**config.mk**
```make
export PLATFORM = sky130hd
export DESIGN_NAME = priority_interrupt_ack_eoi_top
export DESIGN_NICKNAME = d
export VERILOG_FILES = /design/src/sv/piae_pkg.sv /design/src/sv/priority_interrupt_ack_eoi_top.sv
export SDC_FILE = /design/constraint.sdc
export NUM_CORES = 1
export LEC_CHECK = 0
export BUFFER_PORTS_ARGS = -buffer_cell sky130_fd_sc_hd__buf_2
export CAP_MARGIN = 20
export CORE_MARGIN = 1
export CORE_UTILIZATION = 31
export DETAILED_ROUTE_END_ITERATION = 7
export GPL_TIMING_DRIVEN = 0
export HOLD_SLACK_MARGIN = 0.06
export SYNTH_ARGS = -nofsm -noshare
export SYNTH_HDL_FRONTEND = slang
export SYNTH_SLANG_ARGS = --single-unit
```
**constraint.sdc**
```tcl
create_clock -name clock -period 3.5 [get_ports clock]
set_input_delay 0.35 -clock clock [delete_from_list [all_inputs] [get_ports clock]]
set_output_delay 0.35 -clock clock [all_outputs]
set_load 0.01 [all_outputs]
```
**src/sv/piae_pkg.sv**
```systemverilog
// piae_pkg: shared types, constants and helpers for the priority interrupt
// controller with acknowledge and end-of-interrupt
// no dependencies

package piae_pkg;

   // line count and field widths
   localparam int NUM_LINES  = 8;
   localparam int LINE_SLOTS = 8;
   localparam int LINE_W     = 3;
   localparam int VEC_W      = 8;
   localparam int CSR_IDX_W  = 4;
   localparam int CSR_DATA_W = 8;
   localparam int CFG_COUNT  = 8;

   localparam logic [LINE_SLOTS-1:0] ACTIVE_MASK =
      (NUM_LINES >= LINE_SLOTS) ? {LINE_SLOTS{1'b1}}
                                : LINE_SLOTS'((64'd1 << NUM_LINES) - 64'd1);

   typedef enum logic [1:0] {
      REQ_RAISE    = 2'd0,
      REQ_WITHDRAW = 2'd1,
      REQ_ACK      = 2'd2,
      REQ_EOI      = 2'd3
   } req_code_type;

   typedef struct packed {
      logic [VEC_W-1:0]      vector;
      logic                  vector_valid;
      logic [LINE_W-1:0]     served_line;
      logic                  eoi_done;
      logic [LINE_SLOTS-1:0] pending_now;
      logic [LINE_SLOTS-1:0] in_service_now;
   } rsp_word_type;

   // index of the lowest set bit, zero when none is set
   function automatic logic [LINE_W-1:0] lowest_bit(input logic [LINE_SLOTS-1:0] v);
      logic [LINE_W-1:0] idx;
      idx = '0;
      for (int i = LINE_SLOTS - 1; i >= 0; i--) begin
         if (v[i]) begin
            idx = LINE_W'(i);
         end
      end
      return idx;
   endfunction

endpackage

```
**src/sv/priority_interrupt_ack_eoi_top.sv**
```systemverilog
// priority_interrupt_ack_eoi_top: eight-line priority interrupt controller
// with acknowledge and end-of-interrupt, one request word in, one status word out
// depends on piae_pkg
//
// usage
// - request channel (req_valid / req_stall): each word raises or withdraws a
//   pending line, acknowledges the highest priority line (lowest number) that is
//   pending and not in service, or ends the lowest numbered in-service line
// - response channel (rsp_valid / rsp_stall): exactly one word per request, in
//   order, carrying the acknowledged vector, the served line, the eoi flag and
//   the pending / in-service bits after the request
// - csr port: csr_we writes csr_wdata into vector register csr_index (0..7),
//   higher indexes are dropped; write only while no request is in flight
// timing
// - response: a request accepted at an edge is offered on the response port right
//   after that edge, or parked in the skid register while the receiver stalls
// - throughput: one request per cycle while req_stall is low; the state update
//   is a single priority encode and mask update done in the accept cycle
// - stall: a two-deep output (response register plus skid register) keeps the
//   request side open for one more word while the receiver stalls; req_stall
//   rises only when the skid register is occupied
// - reset: synchronous, clears pending / in-service bits, vector registers and
//   both output slots

module priority_interrupt_ack_eoi_top (
   input  logic                                clock,
   input  logic                                reset,
   // request channel
   input  logic                                req_valid,
   output logic                                req_stall,
   input  logic [1:0]                          req_type,
   input  logic [piae_pkg::LINE_W-1:0]         req_line,
   // response channel
   output logic                                rsp_valid,
   input  logic                                rsp_stall,
   output logic [piae_pkg::VEC_W-1:0]          rsp_vector,
   output logic                                rsp_vector_valid,
   output logic [piae_pkg::LINE_W-1:0]         rsp_served_line,
   output logic                                rsp_eoi_done,
   output logic [piae_pkg::LINE_SLOTS-1:0]     rsp_pending_now,
   output logic [piae_pkg::LINE_SLOTS-1:0]     rsp_in_service_now,
   // configuration port
   input  logic                                csr_we,
   input  logic [piae_pkg::CSR_IDX_W-1:0]      csr_index,
   input  logic [piae_pkg::CSR_DATA_W-1:0]     csr_wdata
);

   // vector registers, one per line
   logic [piae_pkg::VEC_W-1:0] vec_ff [piae_pkg::CFG_COUNT];

   // controller state
   logic [piae_pkg::LINE_SLOTS-1:0] pending_ff, pending_in;
   logic [piae_pkg::LINE_SLOTS-1:0] in_service_ff, in_service_in;

   // output register and skid register
   logic                    out_valid_ff;
   piae_pkg::rsp_word_type  out_word_ff;
   logic                    skid_valid_ff;
   piae_pkg::rsp_word_type  skid_word_ff;

   logic                    accept;
   piae_pkg::rsp_word_type  new_word;
   piae_pkg::req_code_type  code;
   logic [piae_pkg::LINE_SLOTS-1:0] line_bit;
   logic [piae_pkg::LINE_SLOTS-1:0] ack_cand;
   logic [piae_pkg::LINE_W-1:0]     ack_line;
   logic [piae_pkg::LINE_W-1:0]     eoi_line;

   assign req_stall = skid_valid_ff;
   assign accept    = req_valid & ~skid_valid_ff;

   assign code     = piae_pkg::req_code_type'(req_type);
   assign line_bit = piae_pkg::LINE_SLOTS'(1) << req_line;
   assign ack_cand = pending_ff & ~in_service_ff & piae_pkg::ACTIVE_MASK;
   assign ack_line = piae_pkg::lowest_bit(ack_cand);
   assign eoi_line = piae_pkg::lowest_bit(in_service_ff);

   // next state and response word for the request on the port
   always_comb begin
      pending_in    = pending_ff;
      in_service_in = in_service_ff;
      new_word      = '0;
      unique case (code)
         piae_pkg::REQ_RAISE: begin
            pending_in = pending_ff | (line_bit & piae_pkg::ACTIVE_MASK);
         end
         piae_pkg::REQ_WITHDRAW: begin
            pending_in = pending_ff & ~(line_bit & piae_pkg::ACTIVE_MASK);
         end
         piae_pkg::REQ_ACK: begin
            if (ack_cand != '0) begin
               pending_in[ack_line]    = 1'b0;
               in_service_in[ack_line] = 1'b1;
               new_word.vector         = vec_ff[ack_line];
               new_word.vector_valid   = 1'b1;
               new_word.served_line    = ack_line;
            end
         end
         piae_pkg::REQ_EOI: begin
            if (in_service_ff != '0) begin
               in_service_in[eoi_line] = 1'b0;
               new_word.eoi_done       = 1'b1;
               new_word.served_line    = eoi_line;
            end
         end
         default: begin
            pending_in = pending_ff;
         end
      endcase
      new_word.pending_now    = pending_in;
      new_word.in_service_now = in_service_in;
   end

   // vector registers
   always_ff @(posedge clock) begin
      if (reset) begin
         for (int i = 0; i < piae_pkg::CFG_COUNT; i++) begin
            vec_ff[i] <= '0;
         end
      end else if (csr_we && (csr_index < piae_pkg::CSR_IDX_W'(piae_pkg::CFG_COUNT))) begin
         vec_ff[csr_index[piae_pkg::LINE_W-1:0]] <= csr_wdata;
      end
   end

   // line state, updated on every accepted word
   always_ff @(posedge clock) begin
      if (reset) begin
         pending_ff    <= '0;
         in_service_ff <= '0;
      end else if (accept) begin
         pending_ff    <= pending_in;
         in_service_ff <= in_service_in;
      end
   end

   // output register with skid behind it
   always_ff @(posedge clock) begin
      if (reset) begin
         out_valid_ff  <= 1'b0;
         skid_valid_ff <= 1'b0;
      end else if (!out_valid_ff || !rsp_stall) begin
         // output slot is free or drains this cycle
         if (skid_valid_ff) begin
            out_valid_ff  <= 1'b1;
            skid_valid_ff <= 1'b0;
         end else begin
            out_valid_ff <= accept;
         end
      end else if (accept) begin
         // receiver stalled, park the new word
         skid_valid_ff <= 1'b1;
      end
   end

   always_ff @(posedge clock) begin
      if (!out_valid_ff || !rsp_stall) begin
         if (skid_valid_ff) begin
            out_word_ff <= skid_word_ff;
         end else if (accept) begin
            out_word_ff <= new_word;
         end
      end else if (accept) begin
         skid_word_ff <= new_word;
      end
   end

   assign rsp_valid          = out_valid_ff;
   assign rsp_vector         = out_word_ff.vector;
   assign rsp_vector_valid   = out_word_ff.vector_valid;
   assign rsp_served_line    = out_word_ff.served_line;
   assign rsp_eoi_done       = out_word_ff.eoi_done;
   assign rsp_pending_now    = out_word_ff.pending_now;
   assign rsp_in_service_now = out_word_ff.in_service_now;

`ifndef NO_ASSERTIONS
   // skid slot only fills behind a full output slot
   a_skid_behind_out: assert property (@(posedge clock) disable iff (reset)
      skid_valid_ff |-> out_valid_ff)
      else $error("skid register holds a word while output slot is empty");

   // an acknowledged line is in service and no longer pending
   a_ack_marks_line: assert property (@(posedge clock) disable iff (reset)
      (rsp_valid && rsp_vector_valid) |->
         (rsp_in_service_now[rsp_served_line] && !rsp_pending_now[rsp_served_line]))
      else $error("acknowledged line not moved to in service");

   // an ended line has its in-service bit cleared
   a_eoi_clears_line: assert property (@(posedge clock) disable iff (reset)
      (rsp_valid && rsp_eoi_done) |-> !rsp_in_service_now[rsp_served_line])
      else $error("ended line still in service");

   // a word never both acknowledges and ends
   a_ack_eoi_exclusive: assert property (@(posedge clock) disable iff (reset)
      rsp_valid |-> !(rsp_vector_valid && rsp_eoi_done))
      else $error("response flags both acknowledge and end of interrupt");

   // lines beyond the active count never become pending or in service
   a_inactive_lines_idle: assert property (@(posedge clock) disable iff (reset)
      ((pending_ff | in_service_ff) & ~piae_pkg::ACTIVE_MASK) == '0)
      else $error("inactive line has state bits set");
`endif

endmodule

```
==> metrics <==
status complete, no violations; worst r2r path cells 4; WL/cell approximately 17 microns; cell-internal power between 0.002 and 0.003 W; fin. max-slew vios 0; CTS Buf Count 17; Register Area slightly above 4000 sq um; setup_tns 0 ns; Hold Crit Start req_valid; Lkg Pwr ~2.8 nW; GR Util met1 ~17%; largest cells by area after synthesis edfxtp_1 55%, and2_1 6.3%, dfxtp_1 5.5%; CP peak stage delay about 0.75 ns; post_cts resized 0; Combinational Power Share under 10%; IO Count 53; worst-margin pin slew ~0.92 ns; IO Port Bufs 51; P&R area growth vs syn 17.8%; via count between 4000 and 5000; Placer Congestion 0.874; Critical Path Start Type flop; RSZ-0062 raised after global routing no; Mapped Nets between 500 and 600; DRT iter0 DRCs ~290; Hold Buf Count CTS 0; ys async rst share 0%; Slew HR between 30% and 40%; ant diodes 0; Seq/Total Area, Yosys between 60% and 70%; Seq cells post-synth 140; vias in the first global route 4463; Netlist Area Pre-Place 6600 sq um; die span in x approximately 150 microns; grt peak-use layer met2; Tmin final ~2.5 ns; WP data arrival approximately 2.6 ns; sw frac a little under a quarter; WP buf/inv 2; critical path class reg -> reg; CTS Sinks 140; post-synth top area cell edfxtp_1; row cnt 53; root buf cell clkbuf_16; first-pass GRT wire length about 24000 microns; hold depth 3; slowest CP cell a21oi_4; largest net degree at the start of global routing 30; fraction of layout cells with a size suffix above 1 roughly 23%; initial core utilization between 30% and 40%; number of library cell types mapped by synthesis 70; Worst-path clk slew 0.06 ns; M3 GR Usage between 3 and 4%; Hold WC Path Type in -> reg; count leader, synth edfxtp_1; Final Cycle Share between 70% and 80%; Flop pwr share 49.6%; Worst setup EP type flop; CORE AREA approximately 21000 sq um; WL final around 15000 microns; sw power between 0.0009 and 0.001 W; area of the multi-input gates ~2500 sq um; total global-route track usage between 10% and 20%; # DRC 0; clk_lat worst skew roughly 0.43 ns; Max Clock Skew between 0.006 and 0.007 ns; clk buf depth 2; reg2reg start req_stall; Post-synth top flop edfxtp_1; pwr dens around 500 nW/um^2; cell family with most CP delay buffers and inverters; met2 usage approximately a quarter; Post-synth top cells 122 x edfxtp_1, 66 x and2_1, 50 x nor2_1; DP Area 7240 sq um; VDD IR-drop max around 0.19 mV; top cell type's share of synthesized area between 50% and 60%; Max Cap Viol 0; fin nets 638; Worst Path Max Fanout 29; routed vias/inst ~5.0; Final Hold Vio Count 0; chip height between 100 and 150 microns; DIE AREA ~22000 sq um; r2r setup slk approximately 0.97 ns; Worst EP required ~3.6 ns; CP Cell Sequence clkbuf_1, buf_1, nor2_1, a21oi_4; post-CTS setup buffer count 0; Final ANT Viol Nets 0; Syn Area/Cell approximately 12 sq um; setup ws final between 0.9 and 1 ns; Hold EP rsp_valid; H-tree depth 4; Ys Warns 0; post-DP HPWL about 11000 microns; final setup fails 0; r2r endpoint rsp_vector[1]; antenna violations before repair 0; Post-synth EDFFs roughly 120; grt ovf 0; CTS tree yes; FMAX ~0.39 GHz; Mapped Cells ~550; Fill cells between 2000 and 2500; DP Worst Slack a little under 0.9 ns; drt pass-1 iters 5; Clock power frac ~42%; design area between 7000 and 8000 sq um
## area by class of cell
type / count / area share, %
Timing Repair Buffer: 52 / 3.64
Inverter: 7 / 0.338
Clock inverter: 14 / 1.34
Tap cell: 275 / 4.42
Multi-Input combinational cell: 378 / 31.8
Clock buffer: 18 / 5.52
Sequential cell: 140 / 51.7
Buffer: 20 / 1.24
## power by group through the flow
stage	Sequential, W	Combinational (W)	Clock (W)
floorplan	0.00196	0.000186	0
global placement	0.00195	0.000307	0
detailed placement	0.00196	0.000318	0
CTS	0.00192	0.000319	0.00166
global route	0.00193	0.000346	0.00173
finish	0.00192	0.000316	0.00163
## registers in the layout, summed over array words and instances (netlist names)
register            flops
rsp_vector              8
rsp_valid               1
rsp_pending_now         8
rsp_in_service_now      8
pending_ff              8
rsp_eoi_done            1
in_service_ff           8
rsp_vector_valid        1
skid_word_ff           29
rsp_served_line         3
vec_ff                 64
req_stall               1
## layout by cell type, fill, tap and decap left out, types with 3 or more instances in the layout
| cell | Yosys | final |
|---|---|---|
| or2b_1 | 3 | 3 |
| o21ai_1 | 4 | 4 |
| and2_1 | 66 | 66 |
| clkinvlp_4 | 0 | 4 |
| o221a_2 | 5 | 5 |
| edfxtp_1 | 122 | 122 |
| a21o_1 | 5 | 5 |
| a32o_1 | 7 | 7 |
| and3_1 | 8 | 8 |
| clkbuf_16 | 0 | 17 |
| clkbuf_1 | 11 | 12 |
| nand3_1 | 10 | 10 |
| dfxtp_1 | 18 | 18 |
| nor3_1 | 6 | 6 |
| nand2_1 | 47 | 47 |
| clkinv_2 | 0 | 4 |
| o22ai_1 | 7 | 7 |
| nor2b_1 | 6 | 6 |
| inv_1 | 7 | 7 |
| or2_2 | 8 | 8 |
| a21oi_1 | 33 | 32 |
| buf_2 | 5 | 56 |
| nor2_1 | 50 | 49 |
| nor2b_2 | 3 | 3 |
| o221a_1 | 3 | 3 |
| o21ai_0 | 15 | 15 |
| o22a_1 | 7 | 7 |
| a311oi_1 | 3 | 3 |
| nand2b_1 | 8 | 8 |
| nor4_1 | 3 | 3 |
| mux2_2 | 16 | 16 |
| clkinv_1 | 0 | 4 |
| mux2i_1 | 9 | 9 |
## per-layer routing
layer | vias up | wire [microns]
met5 | - | 0
met4 | 0 | 312
met3 | 30 | 745
met2 | 124 | 7590
met1 | 2214 | 6450
li1 | 2174 | -
## tightest hold or removal path: stages
cell and delay [ns]:
buf_2 0.11, nor2_1 0.08, a21oi_1 0.11
## metrics by stage
step                hold slack, ns  utilization (%)  power (W)  std cells
global route                 0.274             37.1    0.00400        904
detailed placement           0.486             34.6    0.00227        872
finish                       0.274             37.1    0.00387        904
floorplan                    0.455                -    0.00215        545
CTS                          0.258             37.1    0.00390        904
global placement             0.488             34.4    0.00226        871
## worst max path at each step
stage,start,endpoint,slack [ns],depth (start not counted)
3_3_place_gp,req_stall,rsp_vector[5],-0.40,4
6_report,req_stall,rsp_vector[1],0.97,4
5_1_grt,req_stall,rsp_pending_now[2],0.70,4
4_1_cts,req_stall,rsp_vector[5],0.88,4
2_1_floorplan,req_stall,rsp_eoi_done,0.52,4
3_5_place_dp,req_stall,rsp_vector[5],0.89,4
## kinds of logic after synthesis
logic type,synth area share [%]
AND/OR/NAND/NOR,19.8
flip-flops,60.9
AO/OA/AOI/OAI,13.2
buffers and inverters,1.86
multiplexers,4.26
(Power assumes the default switching activity.)
